File: src/lcs_pkg.sv
// Shared types, constants and codes for the line centroid steering block.
`default_nettype none
package lcs_pkg;

    localparam int LINE_PIXELS_DEFAULT = 128;
    localparam int LINE_FIFO_DEPTH     = 2;

    localparam logic [7:0] BRIGHT_THRESHOLD_RST = 8'd150;
    localparam logic [7:0] MIN_BRIGHT_RST       = 8'd5;
    localparam logic [6:0] LEFT_EDGE_RST        = 7'd58;
    localparam logic [6:0] RIGHT_EDGE_RST       = 7'd80;
    localparam logic [7:0] FULL_WHITE_COUNT_RST = 8'd125;
    localparam logic [9:0] MOTOR_SCALE_RST      = 10'd100;

    // Reciprocal of ten in 16 fraction bits; exact floor for products below 8192.
    localparam logic [12:0] RECIP_TEN = 13'd6554;

    // Wheel magnitudes in tenths of full scale.
    localparam logic [3:0] TENTHS_FAST = 4'd8;
    localparam logic [3:0] TENTHS_MID  = 4'd6;
    localparam logic [3:0] TENTHS_SLOW = 4'd4;
    localparam logic [3:0] TENTHS_STOP = 4'd0;

    localparam logic [7:0] POSITION_LOST = 8'hFF;

    typedef enum logic [2:0] {
        REG_BRIGHT_THRESHOLD = 3'd0,
        REG_MIN_BRIGHT       = 3'd1,
        REG_LEFT_EDGE        = 3'd2,
        REG_RIGHT_EDGE       = 3'd3,
        REG_FULL_WHITE_COUNT = 3'd4,
        REG_MOTOR_SCALE      = 3'd5
    } reg_index_t;

    typedef enum logic [2:0] {
        STEER_LEFT     = 3'd0,
        STEER_RIGHT    = 3'd1,
        STEER_STRAIGHT = 3'd2,
        STEER_STOP     = 3'd3,
        STEER_HOLD     = 3'd4
    } steer_t;

    typedef enum logic [1:0] {
        BACK_IDLE,
        BACK_DIVIDE,
        BACK_DECIDE,
        BACK_SCALE
    } back_state_t;

    typedef struct packed {
        logic [7:0] bright_threshold;
        logic [7:0] min_bright;
        logic [6:0] left_edge;
        logic [6:0] right_edge;
        logic [7:0] full_white_count;
        logic [9:0] motor_scale;
    } cfg_t;

    // Handshake between a queue and its neighbors.
    typedef struct packed {
        logic full;
        logic empty;
    } fifo_status_t;

endpackage
`default_nettype wire

File: src/lcs_line_fifo.sv
// Short queue of finished line records between the accumulator and the steering unit.
`default_nettype none
module lcs_line_fifo #(
    parameter int WIDTH = 21,
    parameter int DEPTH = lcs_pkg::LINE_FIFO_DEPTH
) (
    input  wire logic             clk,
    input  wire logic             rst_n,
    input  wire logic             wr_en,
    input  wire logic [WIDTH-1:0] wr_data,
    input  wire logic             rd_en,
    output logic      [WIDTH-1:0] rd_data,
    output lcs_pkg::fifo_status_t status
);

    localparam int PTR_W = (DEPTH > 1) ? $clog2(DEPTH) : 1;
    localparam int CNT_W = $clog2(DEPTH + 1);

    logic [WIDTH-1:0] entry_reg [DEPTH];
    logic [PTR_W-1:0] wr_ptr_reg, wr_ptr_next;
    logic [PTR_W-1:0] rd_ptr_reg, rd_ptr_next;
    logic [CNT_W-1:0] count_reg, count_next;

    always_comb
    begin
        wr_ptr_next = wr_ptr_reg;
        rd_ptr_next = rd_ptr_reg;
        count_next  = count_reg;
        if (wr_en)
        begin
            wr_ptr_next = (wr_ptr_reg == PTR_W'(DEPTH - 1)) ? '0 : wr_ptr_reg + 1'b1;
        end
        if (rd_en)
        begin
            rd_ptr_next = (rd_ptr_reg == PTR_W'(DEPTH - 1)) ? '0 : rd_ptr_reg + 1'b1;
        end
        if (wr_en && !rd_en)
        begin
            count_next = count_reg + 1'b1;
        end
        else if (rd_en && !wr_en)
        begin
            count_next = count_reg - 1'b1;
        end
    end

    always_ff @(posedge clk or negedge rst_n)
    begin
        if (!rst_n)
        begin
            wr_ptr_reg <= '0;
            rd_ptr_reg <= '0;
            count_reg  <= '0;
        end
        else
        begin
            wr_ptr_reg <= wr_ptr_next;
            rd_ptr_reg <= rd_ptr_next;
            count_reg  <= count_next;
        end
    end

    always_ff @(posedge clk)
    begin
        if (wr_en)
        begin
            entry_reg[wr_ptr_reg] <= wr_data;
        end
    end

    assign rd_data      = entry_reg[rd_ptr_reg];
    assign status.full  = (count_reg == CNT_W'(DEPTH));
    assign status.empty = (count_reg == '0);

    // The fill level must never exceed the queue depth.
    a_count_in_range: assert property (@(posedge clk) disable iff (!rst_n)
        count_reg <= CNT_W'(DEPTH))
        else $error("line queue fill level out of range");

    a_no_overflow: assert property (@(posedge clk) disable iff (!rst_n)
        !(wr_en && status.full && !rd_en))
        else $error("line queue written while full");

    a_no_underflow: assert property (@(posedge clk) disable iff (!rst_n)
        !(rd_en && status.empty))
        else $error("line queue read while empty");

endmodule
`default_nettype wire

File: src/lcs_front.sv
// Pixel accumulator: sums bright pixel indices and counts them for each line.
`default_nettype none
module lcs_front #(
    parameter int LINE_PIXELS = lcs_pkg::LINE_PIXELS_DEFAULT,
    parameter int SUM_W       = 13,
    parameter int CNT_W       = 8
) (
    input  wire logic             clk,
    input  wire logic             rst_n,
    input  wire logic             accept,
    input  wire logic [7:0]       pixel,
    input  wire logic             last_pixel,
    input  wire logic [7:0]       bright_threshold,
    output logic                  line_done,
    output logic      [SUM_W-1:0] line_sum,
    output logic      [CNT_W-1:0] line_count
);

    localparam int IDX_W = $clog2(LINE_PIXELS + 1);

    logic [IDX_W-1:0] idx_reg, idx_next;
    logic [SUM_W-1:0] sum_reg, sum_next;
    logic [CNT_W-1:0] cnt_reg, cnt_next;
    logic [SUM_W-1:0] sum_acc;
    logic [CNT_W-1:0] cnt_acc;
    logic             in_line;

    always_comb
    begin
        in_line = (idx_reg < IDX_W'(LINE_PIXELS));
        sum_acc = sum_reg;
        cnt_acc = cnt_reg;
        // Pixels beyond the line length are dropped until the line ends.
        if (in_line && (pixel >= bright_threshold))
        begin
            sum_acc = sum_reg + SUM_W'(idx_reg);
            cnt_acc = cnt_reg + 1'b1;
        end
        idx_next = idx_reg;
        sum_next = sum_reg;
        cnt_next = cnt_reg;
        if (accept)
        begin
            if (last_pixel)
            begin
                idx_next = '0;
                sum_next = '0;
                cnt_next = '0;
            end
            else
            begin
                idx_next = in_line ? idx_reg + 1'b1 : idx_reg;
                sum_next = sum_acc;
                cnt_next = cnt_acc;
            end
        end
    end

    always_ff @(posedge clk or negedge rst_n)
    begin
        if (!rst_n)
        begin
            idx_reg <= '0;
            sum_reg <= '0;
            cnt_reg <= '0;
        end
        else
        begin
            idx_reg <= idx_next;
            sum_reg <= sum_next;
            cnt_reg <= cnt_next;
        end
    end

    assign line_done  = accept && last_pixel;
    assign line_sum   = sum_acc;
    assign line_count = cnt_acc;

endmodule
`default_nettype wire

File: src/lcs_back.sv
// Steering unit: divides each line record into a position, decides the drive and scales speeds.
`default_nettype none
module lcs_back #(
    parameter int SUM_W = 13,
    parameter int CNT_W = 8
) (
    input  wire logic                    clk,
    input  wire logic                    rst_n,
    input  wire lcs_pkg::cfg_t           cfg,
    input  wire lcs_pkg::fifo_status_t   line_status,
    input  wire logic [SUM_W+CNT_W-1:0]  line_rec,
    output logic                         line_pop,
    input  wire logic                    pop,
    output logic                         empty,
    output logic signed [7:0]            road_position,
    output logic [2:0]                   steer,
    output logic                         right_forward,
    output logic                         left_forward,
    output logic [9:0]                   right_speed,
    output logic [9:0]                   left_speed,
    output logic                         halt
);

    localparam int STEP_W = $clog2(SUM_W + 1);
    localparam int QW     = (SUM_W > 7) ? SUM_W : 7;
    localparam int CW     = (CNT_W > 8) ? CNT_W : 8;

    lcs_pkg::back_state_t state_reg, state_next;

    logic [STEP_W-1:0] step_reg, step_next;
    logic [SUM_W-1:0]  dvd_reg, dvd_next;
    logic [CNT_W:0]    rem_reg, rem_next;
    logic [CNT_W-1:0]  div_reg, div_next;

    logic              rdir_reg, rdir_next;
    logic              ldir_reg, ldir_next;
    logic [3:0]        rten_reg, rten_next;
    logic [3:0]        lten_reg, lten_next;

    logic [7:0]        posf_reg, posf_next;
    logic [2:0]        steer_reg, steer_next;
    logic              halt_reg, halt_next;
    logic [13:0]       rprod_reg, rprod_next;
    logic [13:0]       lprod_reg, lprod_next;

    logic              out_valid_reg, out_valid_next;
    logic [7:0]        out_pos_reg, out_pos_next;
    logic [2:0]        out_steer_reg, out_steer_next;
    logic              out_rdir_reg, out_rdir_next;
    logic              out_ldir_reg, out_ldir_next;
    logic [9:0]        out_rspd_reg, out_rspd_next;
    logic [9:0]        out_lspd_reg, out_lspd_next;
    logic              out_halt_reg, out_halt_next;

    logic [CNT_W:0]    rem_shift;
    logic              q_bit;
    logic [QW-1:0]     quo_ext;
    logic [6:0]        pos;
    logic [CW-1:0]     cnt_ext;
    logic              out_free;
    logic              load_out;
    logic [26:0]       rscaled;
    logic [26:0]       lscaled;

    // Next state.
    always_comb
    begin
        state_next = state_reg;
        unique case (state_reg)
            lcs_pkg::BACK_IDLE:
            begin
                if (!line_status.empty)
                begin
                    state_next = lcs_pkg::BACK_DIVIDE;
                end
            end
            lcs_pkg::BACK_DIVIDE:
            begin
                if (step_reg == STEP_W'(1))
                begin
                    state_next = lcs_pkg::BACK_DECIDE;
                end
            end
            lcs_pkg::BACK_DECIDE:
            begin
                state_next = lcs_pkg::BACK_SCALE;
            end
            lcs_pkg::BACK_SCALE:
            begin
                if (out_free)
                begin
                    state_next = lcs_pkg::BACK_IDLE;
                end
            end
            default:
            begin
                state_next = lcs_pkg::BACK_IDLE;
            end
        endcase
    end

    // Datapath and outputs.
    always_comb
    begin
        out_free  = !out_valid_reg || pop;
        line_pop  = 1'b0;
        load_out  = 1'b0;

        // One quotient bit per cycle, restoring form.
        rem_shift = {rem_reg[CNT_W-1:0], dvd_reg[SUM_W-1]};
        q_bit     = (rem_shift >= {1'b0, div_reg});

        // The quotient is left in the dividend register when division ends.
        quo_ext   = QW'(dvd_reg);
        cnt_ext   = CW'(div_reg);
        if (div_reg == '0)
        begin
            pos = 7'd0;
        end
        else if (quo_ext > QW'(127))
        begin
            pos = 7'd127;
        end
        else
        begin
            pos = quo_ext[6:0];
        end

        step_next  = step_reg;
        dvd_next   = dvd_reg;
        rem_next   = rem_reg;
        div_next   = div_reg;
        rdir_next  = rdir_reg;
        ldir_next  = ldir_reg;
        rten_next  = rten_reg;
        lten_next  = lten_reg;
        posf_next  = posf_reg;
        steer_next = steer_reg;
        halt_next  = halt_reg;
        rprod_next = rprod_reg;
        lprod_next = lprod_reg;

        rscaled = 27'(rprod_reg) * 27'(lcs_pkg::RECIP_TEN);
        lscaled = 27'(lprod_reg) * 27'(lcs_pkg::RECIP_TEN);

        unique case (state_reg)
            lcs_pkg::BACK_IDLE:
            begin
                if (!line_status.empty)
                begin
                    line_pop  = 1'b1;
                    dvd_next  = line_rec[SUM_W+CNT_W-1:CNT_W];
                    div_next  = line_rec[CNT_W-1:0];
                    rem_next  = '0;
                    step_next = STEP_W'(SUM_W);
                end
            end
            lcs_pkg::BACK_DIVIDE:
            begin
                rem_next  = q_bit ? rem_shift - {1'b0, div_reg} : rem_shift;
                dvd_next  = {dvd_reg[SUM_W-2:0], q_bit};
                step_next = step_reg - 1'b1;
            end
            lcs_pkg::BACK_DECIDE:
            begin
                posf_next = {1'b0, pos};
                halt_next = 1'b0;
                // Full white wins over every other case.
                if (cnt_ext > CW'(cfg.full_white_count))
                begin
                    rten_next  = lcs_pkg::TENTHS_STOP;
                    lten_next  = lcs_pkg::TENTHS_STOP;
                    steer_next = lcs_pkg::STEER_STOP;
                    halt_next  = 1'b1;
                end
                else if ((div_reg == '0) || (cnt_ext < CW'(cfg.min_bright)))
                begin
                    posf_next  = lcs_pkg::POSITION_LOST;
                    steer_next = lcs_pkg::STEER_HOLD;
                end
                else if (pos < cfg.left_edge)
                begin
                    rdir_next  = 1'b1;
                    ldir_next  = 1'b0;
                    rten_next  = lcs_pkg::TENTHS_FAST;
                    lten_next  = lcs_pkg::TENTHS_SLOW;
                    steer_next = lcs_pkg::STEER_LEFT;
                end
                else if (pos > cfg.right_edge)
                begin
                    rdir_next  = 1'b0;
                    ldir_next  = 1'b1;
                    rten_next  = lcs_pkg::TENTHS_SLOW;
                    lten_next  = lcs_pkg::TENTHS_FAST;
                    steer_next = lcs_pkg::STEER_RIGHT;
                end
                else
                begin
                    rdir_next  = 1'b1;
                    ldir_next  = 1'b1;
                    rten_next  = lcs_pkg::TENTHS_MID;
                    lten_next  = lcs_pkg::TENTHS_FAST;
                    steer_next = lcs_pkg::STEER_STRAIGHT;
                end
                rprod_next = 14'(rten_next) * 14'(cfg.motor_scale);
                lprod_next = 14'(lten_next) * 14'(cfg.motor_scale);
            end
            lcs_pkg::BACK_SCALE:
            begin
                load_out = out_free;
            end
            default:
            begin
                line_pop = 1'b0;
            end
        endcase

        out_valid_next = out_valid_reg;
        out_pos_next   = out_pos_reg;
        out_steer_next = out_steer_reg;
        out_rdir_next  = out_rdir_reg;
        out_ldir_next  = out_ldir_reg;
        out_rspd_next  = out_rspd_reg;
        out_lspd_next  = out_lspd_reg;
        out_halt_next  = out_halt_reg;
        if (load_out)
        begin
            out_valid_next = 1'b1;
            out_pos_next   = posf_reg;
            out_steer_next = steer_reg;
            out_rdir_next  = rdir_reg;
            out_ldir_next  = ldir_reg;
            out_rspd_next  = rscaled[25:16];
            out_lspd_next  = lscaled[25:16];
            out_halt_next  = halt_reg;
        end
        else if (pop)
        begin
            out_valid_next = 1'b0;
        end
    end

    always_ff @(posedge clk or negedge rst_n)
    begin
        if (!rst_n)
        begin
            state_reg     <= lcs_pkg::BACK_IDLE;
            step_reg      <= '0;
            rdir_reg      <= 1'b0;
            ldir_reg      <= 1'b0;
            rten_reg      <= lcs_pkg::TENTHS_STOP;
            lten_reg      <= lcs_pkg::TENTHS_STOP;
            out_valid_reg <= 1'b0;
        end
        else
        begin
            state_reg     <= state_next;
            step_reg      <= step_next;
            rdir_reg      <= rdir_next;
            ldir_reg      <= ldir_next;
            rten_reg      <= rten_next;
            lten_reg      <= lten_next;
            out_valid_reg <= out_valid_next;
        end
    end

    always_ff @(posedge clk)
    begin
        dvd_reg       <= dvd_next;
        rem_reg       <= rem_next;
        div_reg       <= div_next;
        posf_reg      <= posf_next;
        steer_reg     <= steer_next;
        halt_reg      <= halt_next;
        rprod_reg     <= rprod_next;
        lprod_reg     <= lprod_next;
        out_pos_reg   <= out_pos_next;
        out_steer_reg <= out_steer_next;
        out_rdir_reg  <= out_rdir_next;
        out_ldir_reg  <= out_ldir_next;
        out_rspd_reg  <= out_rspd_next;
        out_lspd_reg  <= out_lspd_next;
        out_halt_reg  <= out_halt_next;
    end

    assign empty         = !out_valid_reg;
    assign road_position = out_pos_reg;
    assign steer         = out_steer_reg;
    assign right_forward = out_rdir_reg;
    assign left_forward  = out_ldir_reg;
    assign right_speed   = out_rspd_reg;
    assign left_speed    = out_lspd_reg;
    assign halt          = out_halt_reg;

    // A held drive always reports a lost line.
    a_hold_means_lost: assert property (@(posedge clk) disable iff (!rst_n)
        out_valid_reg && (out_steer_reg == lcs_pkg::STEER_HOLD)
            |-> (out_pos_reg == lcs_pkg::POSITION_LOST))
        else $error("hold result without lost position");

    // Halt is raised on a stop result and only there, and then the wheels stand still.
    a_halt_is_stop: assert property (@(posedge clk) disable iff (!rst_n)
        out_valid_reg |-> (out_halt_reg == (out_steer_reg == lcs_pkg::STEER_STOP)))
        else $error("halt does not match stop result");

    a_stop_zero_speed: assert property (@(posedge clk) disable iff (!rst_n)
        out_valid_reg && out_halt_reg |-> (out_rspd_reg == '0) && (out_lspd_reg == '0))
        else $error("wheels not stopped on halt");

endmodule
`default_nettype wire

File: src/line_centroid_steering.sv
// Top level of the line centroid steering block: configuration registers and unit wiring.
`default_nettype none
// A line-scan pixel beat is taken on each clock edge with push high and full low, one per
// cycle; the accumulator keeps a running sum of the indices of bright pixels and their count.
// The beat flagged last_pixel closes the line and hands its record to a two-entry queue. The
// steering unit pulls records from that queue one at a time: a restoring divider produces one
// quotient bit per cycle, then a decide step chooses the drive and a scale step computes the
// wheel speeds, which wait in the scale step until the result register is free. Lines of the
// default length stream without a stall, while a run of very short lines fills the queue and
// raises full until the divider catches up. Each line yields one result beat, shown while empty
// is low and taken with pop. A finished result waiting on pop does not stop pixel intake at
// once: the steering unit and the queue still take up to three more lines before full rises.
// The configuration port is always ready and its writes take effect on the next cycle;
// registers should be changed only while no line is in flight.
module line_centroid_steering #(
    parameter int LINE_PIXELS = lcs_pkg::LINE_PIXELS_DEFAULT
) (
    input  wire logic               clk,
    input  wire logic               rst_n,
    input  wire logic               push,
    output logic                    full,
    input  wire logic [7:0]         pixel,
    input  wire logic               last_pixel,
    output logic                    empty,
    input  wire logic               pop,
    output logic signed [7:0]       road_position,
    output logic [2:0]              steer,
    output logic                    right_forward,
    output logic                    left_forward,
    output logic [9:0]              right_speed,
    output logic [9:0]              left_speed,
    output logic                    halt,
    input  wire logic               cfg_valid,
    output logic                    cfg_ready,
    input  wire logic [2:0]         cfg_index,
    input  wire logic [9:0]         cfg_data
);

    // The index sum peaks when every pixel of a line is bright.
    localparam int SUM_W = $clog2(LINE_PIXELS * (LINE_PIXELS - 1) / 2 + 1);
    localparam int CNT_W = $clog2(LINE_PIXELS + 1);
    localparam int REC_W = SUM_W + CNT_W;

    lcs_pkg::cfg_t         cfg_reg, cfg_next;
    lcs_pkg::fifo_status_t line_status;

    logic             accept;
    logic             line_done;
    logic [SUM_W-1:0] line_sum;
    logic [CNT_W-1:0] line_count;
    logic [REC_W-1:0] line_rec;
    logic             line_pop;

    assign cfg_ready = 1'b1;

    // Register writes. Indexes past the last register are ignored.
    always_comb
    begin
        cfg_next = cfg_reg;
        if (cfg_valid && cfg_ready)
        begin
            unique case (cfg_index)
                lcs_pkg::REG_BRIGHT_THRESHOLD: cfg_next.bright_threshold = cfg_data[7:0];
                lcs_pkg::REG_MIN_BRIGHT:       cfg_next.min_bright       = cfg_data[7:0];
                lcs_pkg::REG_LEFT_EDGE:        cfg_next.left_edge        = cfg_data[6:0];
                lcs_pkg::REG_RIGHT_EDGE:       cfg_next.right_edge       = cfg_data[6:0];
                lcs_pkg::REG_FULL_WHITE_COUNT: cfg_next.full_white_count = cfg_data[7:0];
                lcs_pkg::REG_MOTOR_SCALE:      cfg_next.motor_scale      = cfg_data;
                default:                       cfg_next = cfg_reg;
            endcase
        end
    end

    always_ff @(posedge clk or negedge rst_n)
    begin
        if (!rst_n)
        begin
            cfg_reg.bright_threshold <= lcs_pkg::BRIGHT_THRESHOLD_RST;
            cfg_reg.min_bright       <= lcs_pkg::MIN_BRIGHT_RST;
            cfg_reg.left_edge        <= lcs_pkg::LEFT_EDGE_RST;
            cfg_reg.right_edge       <= lcs_pkg::RIGHT_EDGE_RST;
            cfg_reg.full_white_count <= lcs_pkg::FULL_WHITE_COUNT_RST;
            cfg_reg.motor_scale      <= lcs_pkg::MOTOR_SCALE_RST;
        end
        else
        begin
            cfg_reg <= cfg_next;
        end
    end

    // Any pixel is held off while the line queue has no room for a closing beat.
    assign full   = line_status.full;
    assign accept = push && !full;

    lcs_front #(
        .LINE_PIXELS (LINE_PIXELS),
        .SUM_W       (SUM_W),
        .CNT_W       (CNT_W)
    ) u_front (
        .clk              (clk),
        .rst_n            (rst_n),
        .accept           (accept),
        .pixel            (pixel),
        .last_pixel       (last_pixel),
        .bright_threshold (cfg_reg.bright_threshold),
        .line_done        (line_done),
        .line_sum         (line_sum),
        .line_count       (line_count)
    );

    lcs_line_fifo #(
        .WIDTH (REC_W),
        .DEPTH (lcs_pkg::LINE_FIFO_DEPTH)
    ) u_line_fifo (
        .clk     (clk),
        .rst_n   (rst_n),
        .wr_en   (line_done),
        .wr_data ({line_sum, line_count}),
        .rd_en   (line_pop),
        .rd_data (line_rec),
        .status  (line_status)
    );

    lcs_back #(
        .SUM_W (SUM_W),
        .CNT_W (CNT_W)
    ) u_back (
        .clk           (clk),
        .rst_n         (rst_n),
        .cfg           (cfg_reg),
        .line_status   (line_status),
        .line_rec      (line_rec),
        .line_pop      (line_pop),
        .pop           (pop),
        .empty         (empty),
        .road_position (road_position),
        .steer         (steer),
        .right_forward (right_forward),
        .left_forward  (left_forward),
        .right_speed   (right_speed),
        .left_speed    (left_speed),
        .halt          (halt)
    );

endmodule
`default_nettype wire

File: config.mk
export PLATFORM = sky130hd
export DESIGN_NAME = line_centroid_steering
export DESIGN_NICKNAME = d
export VERILOG_FILES = /design/src/lcs_pkg.sv /design/src/lcs_line_fifo.sv /design/src/lcs_front.sv /design/src/lcs_back.sv /design/src/line_centroid_steering.sv
export SDC_FILE = /design/constraint.sdc
export NUM_CORES = 1
export LEC_CHECK = 0
export ABC_AREA = 1
export BUFFER_PORTS_ARGS = -buffer_cell sky130_fd_sc_hd__buf_4
export CORE_MARGIN = 2
export CORE_UTILIZATION = 30
export CTS_CLUSTER_SIZE = 30
export DETAILED_ROUTE_END_ITERATION = 16
export GPL_TIMING_DRIVEN = 0
export SYNTH_ARGS = -nofsm -noshare
export SYNTH_HDL_FRONTEND = slang
export SYNTH_SLANG_ARGS = --single-unit
File: constraint.sdc
create_clock -name clk -period 5.5 [get_ports clk]
set_input_delay 0.825 -clock clk [delete_from_list [all_inputs] [get_ports clk]]
set_output_delay 0.825 -clock clk [all_outputs]
set_load 0.01 [all_outputs]
Word-level counts from Yosys, hierarchy flattened
Memory sizes are Yosys's and may differ from the RTL's.
Index checks and enable logic that the tools add are counted.
{ "word_totals": {"mem_count": 1, "regBits": 201, "wordCells": 151, "ram_bits": 42} }
{ "op_classes": {"n_lt_le_gt_ge": 8, "muxes": 48, "n_reduce_logical": 30, "bitwise_logic": 3, "addsub": 9, "multipliers": 4, "n_eq_ne": 13} }
{ "mem_list": {"columns": ["name", "depth", "width", "read_ports", "rd_clocked_by_memory_dff", "wr", "line", "text"], "rows": [
  ["u_line_fifo.entry_reg", 2, 21, 1, 0, 1, "lcs_line_fifo.sv:19", "logic [WIDTH-1:0] entry_reg [DEPTH];"]
]} }
{ "op_table": {"columns": ["op", "count"], "rows": [
  ["2-to-1 mux 8 bit", 7],
  ["multiplier 14 x 12 -> 25 bit, second input constant", 2],
  ["2-to-1 mux 13 bit", 3],
  ["2-to-1 mux 4 bit", 9],
  ["multiplier 4 x 10 -> 14 bit", 2],
  ["one-hot mux 13 bit (2 select lines)", 1],
  ["2-to-1 mux 7 bit", 3],
  ["AND reduction 2 bit", 9],
  ["adder 8 x 1 -> 8 bit, second input constant", 2],
  ["one-hot mux 8 bit (2 select lines)", 1],
  ["2-to-1 mux 2 bit", 7],
  ["adder 13 x 8 -> 13 bit", 1],
  ["> comparator 13 x 7 -> 1 bit, second input constant", 1],
  ["2-to-1 mux 1 bit", 13],
  ["greater-or-equal comparator 9 x 8 -> 1 bit", 1],
  ["greater-or-equal comparator 8 bit", 1],
  ["> comparator 8 bit", 1],
  ["logical NOT 8 bit", 1],
  ["less-than comparator 8 bit", 1],
  ["less-than comparator 8 bit, second input constant", 1],
  ["one-hot mux 2 bit (4 select lines)", 1],
  ["one-hot mux 4 bit (2 select lines)", 1],
  ["nonzero test 2 bit", 4],
  ["subtractor 8 bit", 1],
  ["22 further kinds", 41]
]} }

Depth between registers and ports, before layout
{ "logic_depth": {"depth_word": 10, "depth_mapped": 29} }

Modules after synthesis
From an unflattened synthesis, not the netlist that was laid out.
{ "unflattened": {"cells_unflattened": 2193, "area_unflattened_um2": 20002.9} }
{ "modules_own_cells": {"columns": ["mod", "area_each_um2", "cells_per_inst", "n_inst"], "rows": [
  ["lcs_back", 13879.6, 1512, 1],
  ["lcs_front", 2426.1, 370, 1],
  ["line_centroid_steering", 1970.6, 221, 1],
  ["lcs_line_fifo", 1726.7, 90, 1]
]} }

Worst setup path after synthesis
Ideal clock, no wire load.
{ "synth_path": {"kind": "register to register", "start": "register u_back.div_reg[1], in the netlist u_back.cnt_ext[1]", "end": "register u_back.rprod_reg[10], data pin", "period_less_slack_ps": 4811, "path_stages_with_launch": 28, "path_slack_ps": 689, "required_ps": 5241, "arrival_ps": 4552, "cell_sequence": "edfxtp_1 -> inv_1 -> nand2_1 -> nor2_1 -> nand2_1 -> inv_1 -> clkbuf_1 -> nor2_1 -> ha_1 -> a21oi_1 -> nor2_1 -> a211oi_2 -> nand2_2 -> nand3_1 -> buf_6 -> a21oi_1 -> fa_1 -> inv_1 -> fa_1 -> inv_1 -> ha_1 -> a21oi_1 -> o21ai_0 -> a21oi_1 -> nor2_1 -> o21ai_0 -> nand2_1 -> xor2_1"} }
{ "synth_between": {"elab_chain_cells": 9, "elab_cells_between_ends": 13, "cone_classes": "mul: 1; order compare: 4; mux: 6; reduce/logical: 2"} }
{ "synth_lines": {"columns": ["item", "line", "text"], "rows": [
  ["start: declaration", "lcs_back.sv:33", "logic [CNT_W-1:0] div_reg, div_next;"],
  ["start signal: assignment", "lcs_back.sv:271", "div_reg <= div_next;"],
  ["logical NOT 8 bit", "lcs_back.sv:116, lcs_back.sv:176", null],
  ["2-to-1 mux 7 bit", "lcs_back.sv:116", "if (div_reg == '0)"],
  ["> comparator 7 bit", "lcs_back.sv:189", "else if (pos > cfg.right_edge)"],
  ["2-to-1 mux 2 bit", "lcs_back.sv:189", null],
  ["2-to-1 mux 4 bit", "lcs_back.sv:181", "else if (pos < cfg.left_edge)"],
  ["2-to-1 mux 4 bit", "lcs_back.sv:176", "else if ((div_reg == '0) || (cnt_ext < CW'(cfg.min_bright)))"],
  ["2-to-1 mux 4 bit *", "lcs_back.sv:169", "if (cnt_ext > CW'(cfg.full_white_count))"],
  ["2-to-1 mux 4 bit *", "lcs_back.sv:146", "unique case (state_reg)"],
  ["multiplier 4 x 10 -> 14 bit *", "lcs_back.sv:205", "rprod_next = 14'(rten_next) * 14'(cfg.motor_scale);"],
  ["end signal: assignment", "lcs_back.sv:275", "rprod_reg <= rprod_next;"],
  ["end: declaration", "lcs_back.sv:43", "logic [13:0] rprod_reg, rprod_next;"]
]} }
Mark *: on every way between the ends. The rest lies on a longest branch, timed or not. The select of a mux whose other input is x is not followed.
A chain may end at the register's enable or synchronous reset.

Worst setup path after layout
{ "layout_path": {"start": "register u_back.div_reg[5], in the netlist u_back.cnt_ext[5]", "end": "register u_back.rprod_reg[10], data pin"} }
The elaborated chain is that of the path after synthesis.

==> impl_metrics.tcl <==
set metrics [dict create \
    cts.htree.levels 1 \
    drive_gt1_frac 0.0900 \
    endpoint_kind "flip-flop" \
    use_met1 0.155 \
    place_area_um2 21200 \
    fp.dieArea_um2 67200 \
    diodes 0 \
    startpoint_type "flip-flop" \
    synth_top_area_share 0.220 \
    synth_area_leaders "edfxtp_1 22%, ha_1 18%, fa_1 13%, dfrtp_1 9.9%, nand2_1 7.4%" \
    cts_made_buffers 29 \
    start_util 0.303 \
    whs_ps 107 \
    wl_mm 43.0 \
    status "completed" \
    die_w_um 259 \
    antenna_left 0 \
    grt_pass1_wl_mm 71.9 \
    cpPeakStageDelay_ps 520 \
    fp.coreArea_um2 64500 \
    hpwl_mm 34.7 \
    period_needed_ps 5160 \
    finalNetCount 2654 \
    gp_congestion 0.923 \
    syn_inst 2113 \
    period_share 0.938 \
    finalSetupViolCount 0 \
    fmax_mhz 194 \
    clockRootBuffer "clkbuf_16" \
    largest_reg_flops 48 \
    worst_slew_margin_rel 0.608 \
    grt_usage 0.130 \
    antenna_found_initial 0 \
    synth_edf_count 143 \
    use_met3 0.0165 \
    clock-sinks 241 \
    routedWlPerCell_um 13.9 \
    syn_to_final_growth_pct 14.3 \
    cts_tree "built" \
    rows 93 \
    io_buffers 62 \
    syn_avg_cell_area_um2 9.26 \
    dr.pass1.iters 6 \
    crit_type "reg -> reg" \
    fin_skew_ps 15.8 \
    cp_max_fo 10 \
    synth_seq_cells 241 \
    drc 0 \
    yosysUniqueCellTypes 53 \
    clock_path_buffers 3 \
    hold_viol 0 \
    finalMaxSlewViolations 0 \
    drt_first_iter_violations 705 \
    grt_pass1_vias 14700 \
    cap_violations 0 \
    use_met2 0.239 \
    critPathArrivalTime_ps 5490 \
    synth.cell_area_um2 19600 \
    synth_area_leader_cell "edfxtp_1" \
    crit_slowest_cell "fa_1" \
    yosysSeqAreaShare 0.346 \
    clk_latency_ps 580 \
    synth_flop_cell "edfxtp_1" \
    vias 14100 \
    top_usage_layer "met2" \
    critical_path_required_ps 5830 \
    grt-ovfl-total 0 \
    grt_max_degree 99 \
    synth_fp_nets 2546 \
    hold_path.class "in -> async" \
    worst_slew_pin_slew_ps 587 \
    ys_warn_count 0 \
    final_util 0.347 \
    via_per_inst 4.55 \
    clk_pin_slew_ps 60 \
    io_pins 64 \
    async_flop_share 0.407 \
    final_area_um2 22300 \
    setup_tns_ps 0 \
    die_h_um 259 \
]
## stage by stage
stage / cells / setup slack, ps
floorplan: 2113 / 689
global placement: 3030 / -193
detailed placement: 3035 / -240
CTS: 3090 / 0.380
global route: 3099 / -9.38
finish: 3099 / 343
## cells in the mapped netlist (21+ instances only)
cell type    n
fa_1       130
o21ai_0    129
dfrtp_1     77
a21oi_1    138
xnor2_1     25
nor2_1     158
xor2_1      44
ha_1       276
inv_1      375
nand3_1     57
edfxtp_1   143
nand4_1     27
dfstp_2     21
nand2_1    384
## area by class of cell
cell class | instances | area, um2
Fill cell | 6547 | 42100
Multi-Input combinational cell | 1460 | 11300
Sequential cell | 241 | 6770
Inverter | 385 | 1460
Tap cell | 855 | 1070
Clock buffer | 40 | 797
Timing Repair Buffer | 78 | 657
Clock inverter | 14 | 173
Buffer | 26 | 129
## routing by layer
layer  wire [um]  part of all wire
met4        1420             0.033
met1       18600              0.43
met3        1260             0.029
met2       21800              0.51
met5           0                 0
## path summary, 6_finish.rpt
| path | startpoint | to | slack [ps] | cells after the start |
|---|---|---|---|---|
| worst max-delay path | u_back.cnt_ext[5]$_DFFE_PP_ | u_back.rprod_reg[10]$_DFFE_PP_ | 340 | 27 |
| worst min-delay path | rst_n | u_front.idx_reg[2]$_DFFE_PN0P_ | 110 | 1 |
| worst max register to register | u_back.cnt_ext[5]$_DFFE_PP_ | u_back.rprod_reg[10]$_DFFE_PP_ | 340 | 27 |
| worst min register to register | u_back.steer_reg[0]$_SDFFCE_PP1P_ | u_back.steer[0]$_DFFE_PP_ | 420 | 0 |
| max in group asynchronous | rst_n | cfg_reg[5]$_DFFE_PN1P_ | 4670 | 2 |
| min in group clk | u_back.steer_reg[0]$_SDFFCE_PP1P_ | u_back.steer[0]$_DFFE_PP_ | 420 | 0 |
## repair_timing
item                       CTS  global route
hold buffers                 0             0
buffers inserted             2             8
resized for setup            9             9
pin swaps                    0             4
setup endpoints to repair    5            12
## cells in the final DEF, fill, tap and decap left out, drive strengths merged, types with 62 or more instances in the layout
master | Yosys | final
edfxtp | 143 | 143
nand2 | 392 | 392
nand3 | 62 | 62
o21ai | 135 | 135
ha | 276 | 276
a21oi | 139 | 139
inv | 385 | 385
buf | 8 | 86
dfrtp | 77 | 77
nor2 | 164 | 164
fa | 130 | 130
## worst max-delay path, delay by kind of cell (launching register included)
family                     cells  cell delay [ps]
xor gates and xnor gates       1              140
AOI/OAI and AO/OA              7             1010
adders and majority gates      4             1670
DFF                            1              410
and+or+nand+nor                9              870
buffers and inverters          6              790
## cells by family after synthesis
logic type,after synthesis,synth area share
buf+inv,412,0.0811
other cells,1,0.000192
fa+ha+maj,406,0.310
compound gates,306,0.0841
simple gates,678,0.148
xor+xnor,69,0.0309
flops,241,0.346
Power is not shown: default switching activity piles up to over one toggle a cycle in this logic, so the estimate is an artifact.
